## src/hw/rtl/mavg_pkg.sv

```systemverilog
// Package for the moving average / standard deviation block.
// Widths, limits and shared types; no dependencies.
`default_nettype none
package mavg_pkg;
  localparam int MAX_WINDOW  = 64;
  localparam int SAMPLE_BITS = 16;
  localparam int SLOT_W  = $clog2(MAX_WINDOW);
  localparam int CNT_W   = $clog2(MAX_WINDOW + 1);
  localparam int SUM_W   = SAMPLE_BITS + SLOT_W;
  localparam int SQ_W    = 2 * SAMPLE_BITS - 1;
  localparam int SQS_W   = SQ_W + SLOT_W;
  localparam int PROD_W  = SQS_W + CNT_W;
  localparam int RAD_W   = ((PROD_W + 16) % 2 == 0) ? PROD_W + 16 : PROD_W + 17;
  localparam int ROOT_W  = RAD_W / 2;
  localparam int NUM_W   = SUM_W + 8;
  localparam int DIV_W   = (NUM_W > ROOT_W) ? NUM_W : ROOT_W;
  localparam int AVG_W   = 24;
  localparam int STD_W   = 24;
  localparam logic [CNT_W-1:0] WL_RESET = CNT_W'(16);
endpackage
`default_nettype wire

```

## src/hw/rtl/mavg_ring.sv

```systemverilog
// Sample ring: synchronous memory, one write and one registered read port.
// Depends on mavg_pkg.
`default_nettype none
module mavg_ring
  import mavg_pkg::*;
(
  input  wire logic                          clk,
  input  wire logic                          we,
  input  wire logic [SLOT_W-1:0]             waddr,
  input  wire logic signed [SAMPLE_BITS-1:0] wdata,
  input  wire logic [SLOT_W-1:0]             raddr,
  output logic signed [SAMPLE_BITS-1:0]      rdata
);
  logic signed [SAMPLE_BITS-1:0] mem [MAX_WINDOW];

  always_ff @(posedge clk) begin
    if (we) begin
      mem[waddr] <= wdata;
    end
  end

  always_ff @(posedge clk) begin
    rdata <= mem[raddr];
  end
endmodule
`default_nettype wire

```

## src/hw/rtl/mavg_sqrt.sv

```systemverilog
// Iterative integer square root, one root bit per cycle.
// Depends on mavg_pkg.
`default_nettype none
module mavg_sqrt
  import mavg_pkg::*;
(
  input  wire logic              clk,
  input  wire logic              rst_n,
  input  wire logic              start,
  input  wire logic [RAD_W-1:0]  rad,
  output logic                   done,
  output logic [ROOT_W-1:0]      root
);
  localparam int IT_W = $clog2(ROOT_W + 1);
  logic [RAD_W-1:0]   rad_r;
  logic [ROOT_W+1:0]  rem_r;
  logic [ROOT_W-1:0]  root_r;
  logic [IT_W-1:0]    it_r;
  logic               busy_r, done_r;
  logic [ROOT_W+1:0]  rem_sh, trial;

  assign rem_sh = {rem_r[ROOT_W-1:0], rad_r[RAD_W-1 -: 2]};
  assign trial  = {root_r, 2'b01};

  always_ff @(posedge clk) begin
    if (!rst_n) begin
      busy_r <= 1'b0;
      done_r <= 1'b0;
      it_r   <= '0;
    end else if (start) begin
      busy_r <= 1'b1;
      done_r <= 1'b0;
      it_r   <= IT_W'(ROOT_W);
      rad_r  <= rad;
      rem_r  <= '0;
      root_r <= '0;
    end else if (busy_r) begin
      rad_r <= rad_r << 2;
      if (rem_sh >= trial) begin
        rem_r  <= rem_sh - trial;
        root_r <= {root_r[ROOT_W-2:0], 1'b1};
      end else begin
        rem_r  <= rem_sh;
        root_r <= {root_r[ROOT_W-2:0], 1'b0};
      end
      it_r <= it_r - 1'b1;
      if (it_r == IT_W'(1)) begin
        busy_r <= 1'b0;
        done_r <= 1'b1;
      end
    end
  end

  assign done = done_r;
  assign root = root_r;
endmodule
`default_nettype wire

```

## src/hw/rtl/mavg_div.sv

```systemverilog
// Restoring divider, one quotient bit per cycle, divisor is the sample count.
// Depends on mavg_pkg.
`default_nettype none
module mavg_div
  import mavg_pkg::*;
(
  input  wire logic              clk,
  input  wire logic              rst_n,
  input  wire logic              start,
  input  wire logic [DIV_W-1:0]  dividend,
  input  wire logic [CNT_W-1:0]  divisor,
  output logic                   done,
  output logic [DIV_W-1:0]       quot,
  output logic                   rem_nz
);
  localparam int IT_W = $clog2(DIV_W + 1);
  logic [DIV_W-1:0] q_r;
  logic [CNT_W:0]   rem_r, rem_sh;
  logic [CNT_W-1:0] d_r;
  logic [IT_W-1:0]  it_r;
  logic             busy_r, done_r;

  assign rem_sh = {rem_r[CNT_W-1:0], q_r[DIV_W-1]};

  always_ff @(posedge clk) begin
    if (!rst_n) begin
      busy_r <= 1'b0;
      done_r <= 1'b0;
      it_r   <= '0;
    end else if (start) begin
      busy_r <= 1'b1;
      done_r <= 1'b0;
      it_r   <= IT_W'(DIV_W);
      q_r    <= dividend;
      d_r    <= divisor;
      rem_r  <= '0;
    end else if (busy_r) begin
      if (rem_sh >= {1'b0, d_r}) begin
        rem_r <= rem_sh - {1'b0, d_r};
        q_r   <= {q_r[DIV_W-2:0], 1'b1};
      end else begin
        rem_r <= rem_sh;
        q_r   <= {q_r[DIV_W-2:0], 1'b0};
      end
      it_r <= it_r - 1'b1;
      if (it_r == IT_W'(1)) begin
        busy_r <= 1'b0;
        done_r <= 1'b1;
      end
    end
  end

  assign done   = done_r;
  assign quot   = q_r;
  assign rem_nz = (rem_r != '0);
endmodule
`default_nettype wire

```

## src/hw/rtl/moving_average_stddev.sv

```systemverilog
// Top level: moving average and population standard deviation over a ring.
// Depends on mavg_pkg, mavg_ring, mavg_sqrt, mavg_div.
//
// Usage:
//  - in_*: one beat per item. in_tuser = func (0 add sample, 1 clear window),
//    in_tdata = signed Q8.8 sample (ignored on clear).
//  - out_*: one beat per item. out_tdata = {pad, fill_count, std_dev, average},
//    out_tuser = valid_res (window holds at least one sample).
//  - cfg_wr_en / cfg_wr_data set the window length (0 acts as 1, above 64 acts
//    as 64) and empty the window. Write only while the block is idle; in_tready
//    is low in the write cycle.
// Timing:
//  - An added sample's result is valid after ring read, squaring, sum update,
//    n*S2 and S1*S1 products, a handoff state, then a 30-step square root
//    followed by a 30-step divide by n; the average divide runs alongside
//    the root.
//  - A clear item empties the window and goes straight to the final state.
//  - One item is in flight at a time; the input is ready again as soon as the
//    result sits in the output register, so the next item's work overlaps a
//    stalled receiver.
// Reset: window length back to 16, window empty, no beat pending.
// Stall: a finished result waits in the output register; a following result
//  waits in its final state until the output register is taken.
`default_nettype none
module moving_average_stddev
  import mavg_pkg::*;
(
  input  wire logic              clk,
  input  wire logic              rst_n,
  input  wire logic              in_tvalid,
  output logic                   in_tready,
  input  wire logic [15:0]       in_tdata,   // [15:0] sample
  input  wire logic              in_tuser,   // [0] func
  output logic                   out_tvalid,
  input  wire logic              out_tready,
  output logic [55:0]            out_tdata,  // [23:0] average, [47:24] std_dev,
                                             // [54:48] fill_count, [55] zero
  output logic                   out_tuser,  // [0] valid_res
  input  wire logic              cfg_wr_en,
  input  wire logic [CNT_W-1:0]  cfg_wr_data
);
  typedef enum logic [3:0] {
    S_IDLE, S_RD, S_SQ, S_UPD, S_MUL, S_VAR, S_ROOT, S_DIV, S_DONE
  } state_t;

  state_t state_r;

  // window state
  logic [CNT_W-1:0]              wl_r;
  logic [SLOT_W-1:0]             slot_r;
  logic [CNT_W-1:0]              held_r;
  logic signed [SUM_W-1:0]       s1_r;
  logic [SQS_W-1:0]              s2_r;

  // per-item datapath
  logic signed [SAMPLE_BITS-1:0] sample_r, old_r;
  logic                          full_r;
  logic [SQ_W-1:0]               sq_new_r, sq_old_r;
  logic [PROD_W-1:0]             a_r, b_r;
  logic                          neg_r;

  // output register
  logic                          out_valid_r;
  logic [AVG_W-1:0]              avg_out_r;
  logic [STD_W-1:0]              std_out_r;
  logic                          vres_out_r;
  logic [CNT_W-1:0]              cnt_out_r;

  logic signed [SAMPLE_BITS-1:0] ring_rdata;
  logic                          ring_we;
  logic [SUM_W-1:0]              s1_mag;
  logic [RAD_W-1:0]              rad;
  logic                          sq_done, avg_done, std_done, avg_rnz, std_rnz;
  logic [ROOT_W-1:0]             root;
  logic [DIV_W-1:0]              avg_q, std_q;
  logic                          root_start, std_start, out_free;
  logic [DIV_W:0]                avg_mag;
  logic signed [DIV_W:0]         avg_signed;
  logic [CNT_W-1:0]              wl_clamped;

  assign s1_mag   = s1_r[SUM_W-1] ? SUM_W'(-s1_r) : SUM_W'(s1_r);
  assign rad      = (a_r >= b_r) ? RAD_W'({a_r - b_r, 16'h0000}) : '0;
  assign ring_we  = (state_r == S_UPD);
  assign root_start = (state_r == S_VAR);
  assign std_start  = (state_r == S_ROOT) && sq_done;
  assign out_free   = !out_valid_r || out_tready;

  // floor for negative means: round magnitude up when a remainder is left
  assign avg_mag    = {1'b0, avg_q} + (DIV_W+1)'(neg_r && avg_rnz);
  assign avg_signed = neg_r ? -$signed(avg_mag) : $signed(avg_mag);

  always_comb begin
    wl_clamped = cfg_wr_data;
    if (cfg_wr_data == '0) begin
      wl_clamped = CNT_W'(1);
    end else if (cfg_wr_data > CNT_W'(MAX_WINDOW)) begin
      wl_clamped = CNT_W'(MAX_WINDOW);
    end
  end

  mavg_ring u_ring (
    .clk   (clk),
    .we    (ring_we),
    .waddr (slot_r),
    .wdata (sample_r),
    .raddr (slot_r),
    .rdata (ring_rdata)
  );

  mavg_sqrt u_sqrt (
    .clk   (clk),
    .rst_n (rst_n),
    .start (root_start),
    .rad   (rad),
    .done  (sq_done),
    .root  (root)
  );

  mavg_div u_div_avg (
    .clk      (clk),
    .rst_n    (rst_n),
    .start    (root_start),
    .dividend (DIV_W'({s1_mag, 8'h00})),
    .divisor  (held_r),
    .done     (avg_done),
    .quot     (avg_q),
    .rem_nz   (avg_rnz)
  );

  mavg_div u_div_std (
    .clk      (clk),
    .rst_n    (rst_n),
    .start    (std_start),
    .dividend (DIV_W'(root)),
    .divisor  (held_r),
    .done     (std_done),
    .quot     (std_q),
    .rem_nz   (std_rnz)
  );

  always_ff @(posedge clk) begin
    if (!rst_n) begin
      state_r     <= S_IDLE;
      wl_r        <= WL_RESET;
      slot_r      <= '0;
      held_r      <= '0;
      s1_r        <= '0;
      s2_r        <= '0;
      out_valid_r <= 1'b0;
    end else begin
      // S_DONE reloads the output register itself
      if (out_valid_r && out_tready && state_r != S_DONE) begin
        out_valid_r <= 1'b0;
      end
      if (cfg_wr_en) begin
        wl_r   <= wl_clamped;
        slot_r <= '0;
        held_r <= '0;
        s1_r   <= '0;
        s2_r   <= '0;
      end else begin
        unique case (state_r)
          S_IDLE: begin
            if (in_tvalid) begin
              if (in_tuser) begin
                slot_r  <= '0;
                held_r  <= '0;
                s1_r    <= '0;
                s2_r    <= '0;
                state_r <= S_DONE;
              end else begin
                sample_r <= in_tdata;
                full_r   <= (held_r == wl_r);
                state_r  <= S_RD;
              end
            end
          end
          S_RD: begin
            old_r    <= ring_rdata;
            sq_new_r <= SQ_W'(sample_r) * SQ_W'(sample_r);
            state_r  <= S_SQ;
          end
          S_SQ: begin
            sq_old_r <= SQ_W'(old_r) * SQ_W'(old_r);
            state_r  <= S_UPD;
          end
          S_UPD: begin
            if (full_r) begin
              s1_r <= s1_r + SUM_W'(sample_r) - SUM_W'(old_r);
              s2_r <= s2_r + SQS_W'(sq_new_r) - SQS_W'(sq_old_r);
            end else begin
              s1_r   <= s1_r + SUM_W'(sample_r);
              s2_r   <= s2_r + SQS_W'(sq_new_r);
              held_r <= held_r + 1'b1;
            end
            slot_r  <= (CNT_W'(slot_r) + 1'b1 == wl_r) ? '0 : slot_r + 1'b1;
            state_r <= S_MUL;
          end
          S_MUL: begin
            a_r     <= PROD_W'(held_r) * PROD_W'(s2_r);
            b_r     <= PROD_W'(s1_mag) * PROD_W'(s1_mag);
            neg_r   <= s1_r[SUM_W-1];
            state_r <= S_VAR;
          end
          S_VAR: begin
            state_r <= S_ROOT;
          end
          S_ROOT: begin
            if (sq_done) begin
              state_r <= S_DIV;
            end
          end
          S_DIV: begin
            if (std_done && avg_done) begin
              state_r <= S_DONE;
            end
          end
          S_DONE: begin
            if (out_free) begin
              out_valid_r <= 1'b1;
              vres_out_r  <= (held_r != '0);
              cnt_out_r   <= held_r;
              if (held_r == '0) begin
                avg_out_r <= '0;
                std_out_r <= '0;
              end else begin
                avg_out_r <= AVG_W'(avg_signed);
                std_out_r <= STD_W'(std_q);
              end
              state_r <= S_IDLE;
            end
          end
          default: state_r <= S_IDLE;
        endcase
      end
    end
  end

  assign in_tready  = (state_r == S_IDLE) && !cfg_wr_en;
  assign out_tvalid = out_valid_r;
  assign out_tdata  = {1'b0, cnt_out_r, std_out_r, avg_out_r};
  assign out_tuser  = vres_out_r;

  // remainder of the root divide is not needed: the deviation is floored
  logic unused_std_rnz;
  assign unused_std_rnz = std_rnz;
endmodule
`default_nettype wire

```

## config.mk

```make
export PLATFORM = sky130hd
export DESIGN_NAME = moving_average_stddev
export DESIGN_NICKNAME = d
export VERILOG_FILES = /design/src/hw/rtl/mavg_pkg.sv /design/src/hw/rtl/mavg_ring.sv /design/src/hw/rtl/mavg_sqrt.sv /design/src/hw/rtl/mavg_div.sv /design/src/hw/rtl/moving_average_stddev.sv
export SDC_FILE = /design/constraint.sdc
export NUM_CORES = 2
export LEC_CHECK = 0
export BUFFER_PORTS_ARGS = -buffer_cell sky130_fd_sc_hd__buf_2
export CORE_ASPECT_RATIO = 0.8
export CORE_MARGIN = 1
export CORE_UTILIZATION = 25
export CTS_BUF_LIST = sky130_fd_sc_hd__clkbuf_4 sky130_fd_sc_hd__clkbuf_8 sky130_fd_sc_hd__clkbuf_16
export CTS_CLUSTER_DIAMETER = 200
export DETAILED_ROUTE_END_ITERATION = 6
export PLACE_DENSITY = 0.47
export SLEW_MARGIN = 10
export SYNTH_ARGS = -nofsm -noshare
export SYNTH_HDL_FRONTEND = slang
export SYNTH_SLANG_ARGS = --single-unit
```

## constraint.sdc

```tcl
create_clock -name clk -period 11.2 [get_ports clk]
set_input_delay 2.24 -clock clk [delete_from_list [all_inputs] [get_ports clk]]
set_output_delay 2.24 -clock clk [all_outputs]
set_load 0.01 [all_outputs]
```

# Yosys cells after proc, flatten, opt, wreduce, memory -nomap -nowiden

Memory sizes are Yosys's and may differ from the RTL's. A register that Yosys moved wholly into a read port is not among the register bits.
Cells that the tools add are included.

Bits in registers: 554
Memory bits (writable): 1024
Input port bits: 29
Output and inout port bits: 59
Logic and storage cells: 192
Memories: 1

Add/sub/neg operators: 17
Multiply operators: 4
Magnitude comparators: 5
Eq/ne operators: 20
Mux-type cells: 64
Bitwise logic cells: 3
Reduce and logical (&&, ||, !) cells: 37

Memory list:

| name       | words | bits a word | rd ports | clocked after memory_dff | write ports | RTL line        | text |
|---|---|---|---|---|---|---|---|
| u_ring.mem | 64    | 16          | 1        | 1                        | 1           | mavg_ring.sv:14 | `logic signed [SAMPLE_BITS-1:0] mem [MAX_WINDOW];` |

Operators with widths:

| cell             | number |
|---|---|
| $mux 30          | 7 |
| $mux 60          | 3 |
| $mux 37          | 3 |
| $mux 22          | 4 |
| $pmux 37 s2      | 1 |
| $mul 16x16->31   | 2 |
| $mux 7           | 7 |
| $ge 44x44->1     | 1 |
| $mul 22x22->44   | 1 |
| $mul 7x37->44    | 1 |
| $pmux 22 s2      | 1 |
| $sub 44x44->44   | 1 |
| $add 37x31->37   | 1 |
| $sub 37x31->37   | 1 |
| $pmux 4 s9       | 1 |
| $ge 32x32->1     | 1 |
| $mux 5           | 6 |
| $sub 30x30->30   | 1 |
| $add 24x1->24    | 1 |
| $mux 24          | 1 |
| $neg 24->24      | 1 |
| $add 22x16->22   | 1 |
| $neg 22->22      | 1 |
| $sub 22x16->22   | 1 |
| 37 further kinds | 101 |

# Logic depth before layout (Yosys ltp)

Word-level depth: 6
Depth in mapped cells: 35
Depth with buffers taken out: 35

# By module

Synthesis repeated with hierarchy kept, for this count alone.

Cell total of the unflattened synthesis: 9021
Area total of the unflattened synthesis: 109642.7 um^2

Modules (own cells, without submodules):

| module                | times used | cells each | area each (um^2) | sequential area each (um^2) |
|---|---|---|---|---|
| moving_average_stddev | 1          | 6236       | 57546.4          | 8798.4 |
| mavg_ring             | 1          | 1820       | 39978.3          | 31069.8 |
| mavg_sqrt             | 1          | 611        | 7080.5           | 3743.6 |
| mavg_div              | 2          | 177        | 2518.7           | 1491.4 |

# Worst setup path before layout

OpenSTA, ideal clock, no wires.

Path type: input to register
Start: input cfg_wr_en
End: register a_r[0] (enable)
Setup time: 0.751 ns
Data arrival time: 11.223 ns
Required time: 10.449 ns
Slack: -0.774 ns
Stages on the path: 5
Buffers on the path: 3
Path through: clkbuf_1 > nand2b_1 > clkbuf_1 > clkbuf_1 > nor4_1

Cells in the longest elaborated chain, start to end: 2

Ends and longest elaborated chain:

| what                       | RTL line                     | text |
|---|---|---|
| start: declaration         | moving_average_stddev.sv:39  | `input wire logic cfg_wr_en,` |
| $not 1->1 (no line)        | -                            |  |
| $reduce_and 3->1 (no line) | -                            |  |
| end signal: assignment     | moving_average_stddev.sv:200 | `a_r <= PROD_W'(held_r) * PROD_W'(s2_r);` |
| end: declaration           | moving_average_stddev.sv:59  | `logic [PROD_W-1:0] a_r, b_r;` |

No other way between the ends.
A chain may end at the register's enable or synchronous reset.

# Worst setup path in the final report

Start: register s1_r[2]
End: register b_r[42], data pin

Cells in the longest elaborated chain, start to end: 3

Ends and longest elaborated chain:

| what                     | RTL line                     | text |
|---|---|---|
| start: declaration       | moving_average_stddev.sv:52  | `logic signed [SUM_W-1:0] s1_r;` |
| start signal: assignment | moving_average_stddev.sv:189 | `s1_r <= s1_r + SUM_W'(sample_r) - SUM_W'(old_r);` |
| start signal: assignment | moving_average_stddev.sv:192 | `s1_r <= s1_r + SUM_W'(sample_r);` |
| $neg 22->22              | moving_average_stddev.sv:81  | `assign s1_mag = s1_r[SUM_W-1] ? SUM_W'(-s1_r) : SUM_W'(s1_r);` |
| $mux 22 (*)              | moving_average_stddev.sv:81  |  |
| $mul 22x22->44 (*)       | moving_average_stddev.sv:201 | `b_r <= PROD_W'(s1_mag) * PROD_W'(s1_mag);` |
| end signal: assignment   | moving_average_stddev.sv:201 |  |
| end: declaration         | moving_average_stddev.sv:59  |  |

Mark *: on every way between the ends. The rest lies on a longest branch, timed or not.

==> results.py <==
metrics = {
    "clock_network": {
        "cts_hold_buf": 0,
        "post-cts-setup-buffer-count": 0,
        "clkTransAtPathRegs_ns": 0.06,
        "clock_sinks": 1575,
        "cts_buffer_depth": 4,
        "cts_tree": "done",
        "cts.htree.levels": 4,
        "clk_latency_ns": 0.93,
        "cts_root_buf": "clkbuf_16",
        "numCtsBuffers": 183,
        "post_cts_resized": 0,
    },
    "synth": {
        "yosys.area_share.simple_pct": 8.67,
        "ys_types": 97,
        "synth_fa_ha_area_share_pct": 25.8,
        "synth_top_area_share_pct": 41.4,
        "synthTopCellsByCount": "1454 x edfxtp_1, 1365 x inv_1, 989 x fa_1, 780 x nand2_1, 597 x ha_1",
        "synth_xor_area_share_pct": 3.56,
        "async_flop_share_pct": 0,
        "yosysWarnings": 0,
        "ys_seq_elements": 1575,
        "yosysMostFrequentCell": "edfxtp_1",
        "synth.largest_area_cell": "edfxtp_1",
        "netlist_instances": 9188,
        "synth_mux_area_share_pct": 0.568,
        "ys.flop_type": "edfxtp_1",
        "synth_area_um2": 106000,
        "synth.avg_cell_area_um2": 11.5,
        "synth_top_family_by_area": "adder cells",
        "synth_seq_area_share_pct": 43.7,
        "synth_area_leaders": "edfxtp_1 41%, fa_1 19%, ha_1 7.1%",
        "synth_edf_count": 1454,
        "synth_compound_area_share_pct": 11.4,
    },
    "worst_setup_path": {
        "startpoint_type": "flip-flop",
        "cp_max_fo": 16,
        "rrSetupSlack_ns": 1.62,
        "critical_path_class": "flip-flop to flip-flop",
        "critPathRequiredTime_ns": 11.77,
        "cp_slowest_cell": "or4_1",
        "r2r_cells": 31,
        "max_stage_delay_ns": 0.61,
        "cpMostUsedCell": "fa_1",
        "crit_path_end_kind": "flip-flop",
        "cp.arrival_ns": 10.15,
    },
    "place": {
        "placed_area_um2": 113000,
        "dpl.hpwl_um": 219000,
        "io_buffers": 86,
        "gp_routability_congestion": 0.851,
    },
    "sta": {
        "worst_pin_slew_ns": 1.27,
        "min_period_ns": 9.58,
        "period_share_pct": 85.5,
        "rsz0062_at_grt": "false",
        "max_slew_margin_pct": 15.1,
        "hold_viol": 0,
        "clock-skew-final_ns": 0.134,
        "setup_violations": 0,
        "slew_violations": 0,
        "max_freq_mhz": 104,
        "tns_ns": 0,
    },
    "pwr": {
        "ir_worst_vdd_uv": 175,
        "p_per_area_nw_per_um2": 135,
        "power_leakage_nw": 48.4,
        "p_total_mw": 16.1,
    },
    "floorplan": {
        "die-area_um2": 425000,
        "start_util_pct": 25.1,
        "rows": 213,
        "fp.dieW_um": 728,
        "ioPinCount": 88,
        "core_area_um2": 421000,
        "dieHeight_um": 583,
    },
    "drt": {
        "drtPass1Iterations": 6,
        "wl_per_cell_um": 20.7,
        "drt_wl_total_um": 311000,
        "first_iter_violations": 5858,
        "viasPerCell": 4.64,
        "drc": 0,
        "num_vias": 69900,
        "final_antenna_net_count": 0,
    },
    "layout": {
        "stdcell_area_um2": 119000,
        "seq_area_um2": 46100,
        "nFillCells": 43300,
        "drive_gt1_share_pct": 7.32,
        "area_delta_synth_final_pct": 13.1,
        "fin_util_pct": 28.4,
        "multiInputGateArea_um2": 53100,
        "finish.net_count": 10900,
    },
    "hold_path": {
        "holdPathStages": 0,
        "hold_path_class": "flip-flop to flip-flop",
    },
    "grt": {
        "gr-usage-all-layers_pct": 14.5,
        "grt_overflow": 0,
        "grt_pass1_wl_um": 471000,
        "grt_max_degree": 94,
        "grt_pass1_vias": 73600,
        "antenna_found_initial": 19,
    },
    "flow_run": {
        "maxCapViolCount": 0,
    },
    "outcome": {
        "status": "finished clean",
    },
}
[critical path: cells and delay by family (launching register included)]
family / cells / cell delay [ns]
compound gates: 6 / 1.83
xor+xnor: 2 / 0.62
fa+ha+maj: 8 / 3.77
buf+inv: 5 / 0.61
flops: 1 / 0.37
simple gates: 10 / 2.12
[cell type report]
class / count / area share [%]
multi-input cells: 5865 / 44.5
clock inverters: 101 / 0.759
repair buffers: 284 / 1.67
inverters: 1384 / 4.35
diodes: 11 / 0.0231
clock buffers: 234 / 4.27
flip-flops and latches: 1575 / 38.6
well taps: 5590 / 5.86
[logic make-up after synthesis]
group / after synthesis
DFF: 1575
buffers and inverters: 1764
and+or+nand+nor: 2024
xor gates and xnor gates: 427
AOI/OAI and AO/OA: 1750
adders and majority gates: 1587
other: 2
muxes: 59
[where the power goes]
part / total, mW / internal, mW / switching (mW)
clock network: 6.00 / 3.48 / 2.52
registers: 6.60 / 6.57 / 0.0272
logic: 3.50 / 1.47 / 2.03
total: 16.1 / 11.5 / 4.57
[through the flow]
step           hold WS [ns]  std cells  setup slack (ns)
3_5_place_dp          0.391      14700              1.66
5_1_grt               0.394      15000              1.08
6_report              0.391      15000              1.62
3_3_place_gp          0.395      14700              1.71
2_1_floorplan         0.386       9204              2.67
4_1_cts               0.387      15000              1.65
[placed cells by master, fill, tap and decap left out, drive strengths merged, types with 284 or more instances in the layout]
cell type,instances
edfxtp,1454
inv,1380
fa,989
nand2,780
ha,597
nor2,587
a21oi,375
a22oi,307
xnor2,291
buf,284
[state kept, by name, indices dropped and copies added (netlist names), 30 cells and up]
signal          cells
u_ring.mem       1024
a_r                44
u_sqrt.rad_r       44
b_r                43
s2_r               37
sq_new_r           30
sq_old_r           30
u_div_avg.quot     30
u_div_std.quot     30
u_sqrt.rem_r       30
u_sqrt.root        30
[layer usage]
metal	up-vias	global-route usage (%)	share of wire [%]
met2	1871	23.1	45
met4	2	3.47	2.4
li1	31800	-	-
met1	35900	20.9	47
met3	361	1.96	5.7
met5	-	0	0.0042
[final timing paths]
path	to	startpoint
worst max-delay path	b_r[42]$_DFFE_PP_	s1_r[2]$_SDFFE_PN0P_
worst min-delay path	old_r[3]$_DFFE_PP_	u_ring.rdata[3]$_DFF_P_
worst max register to register	b_r[42]$_DFFE_PP_	s1_r[2]$_SDFFE_PN0P_
worst min register to register	old_r[3]$_DFFE_PP_	u_ring.rdata[3]$_DFF_P_
Power figures use the tool's default switching activity.
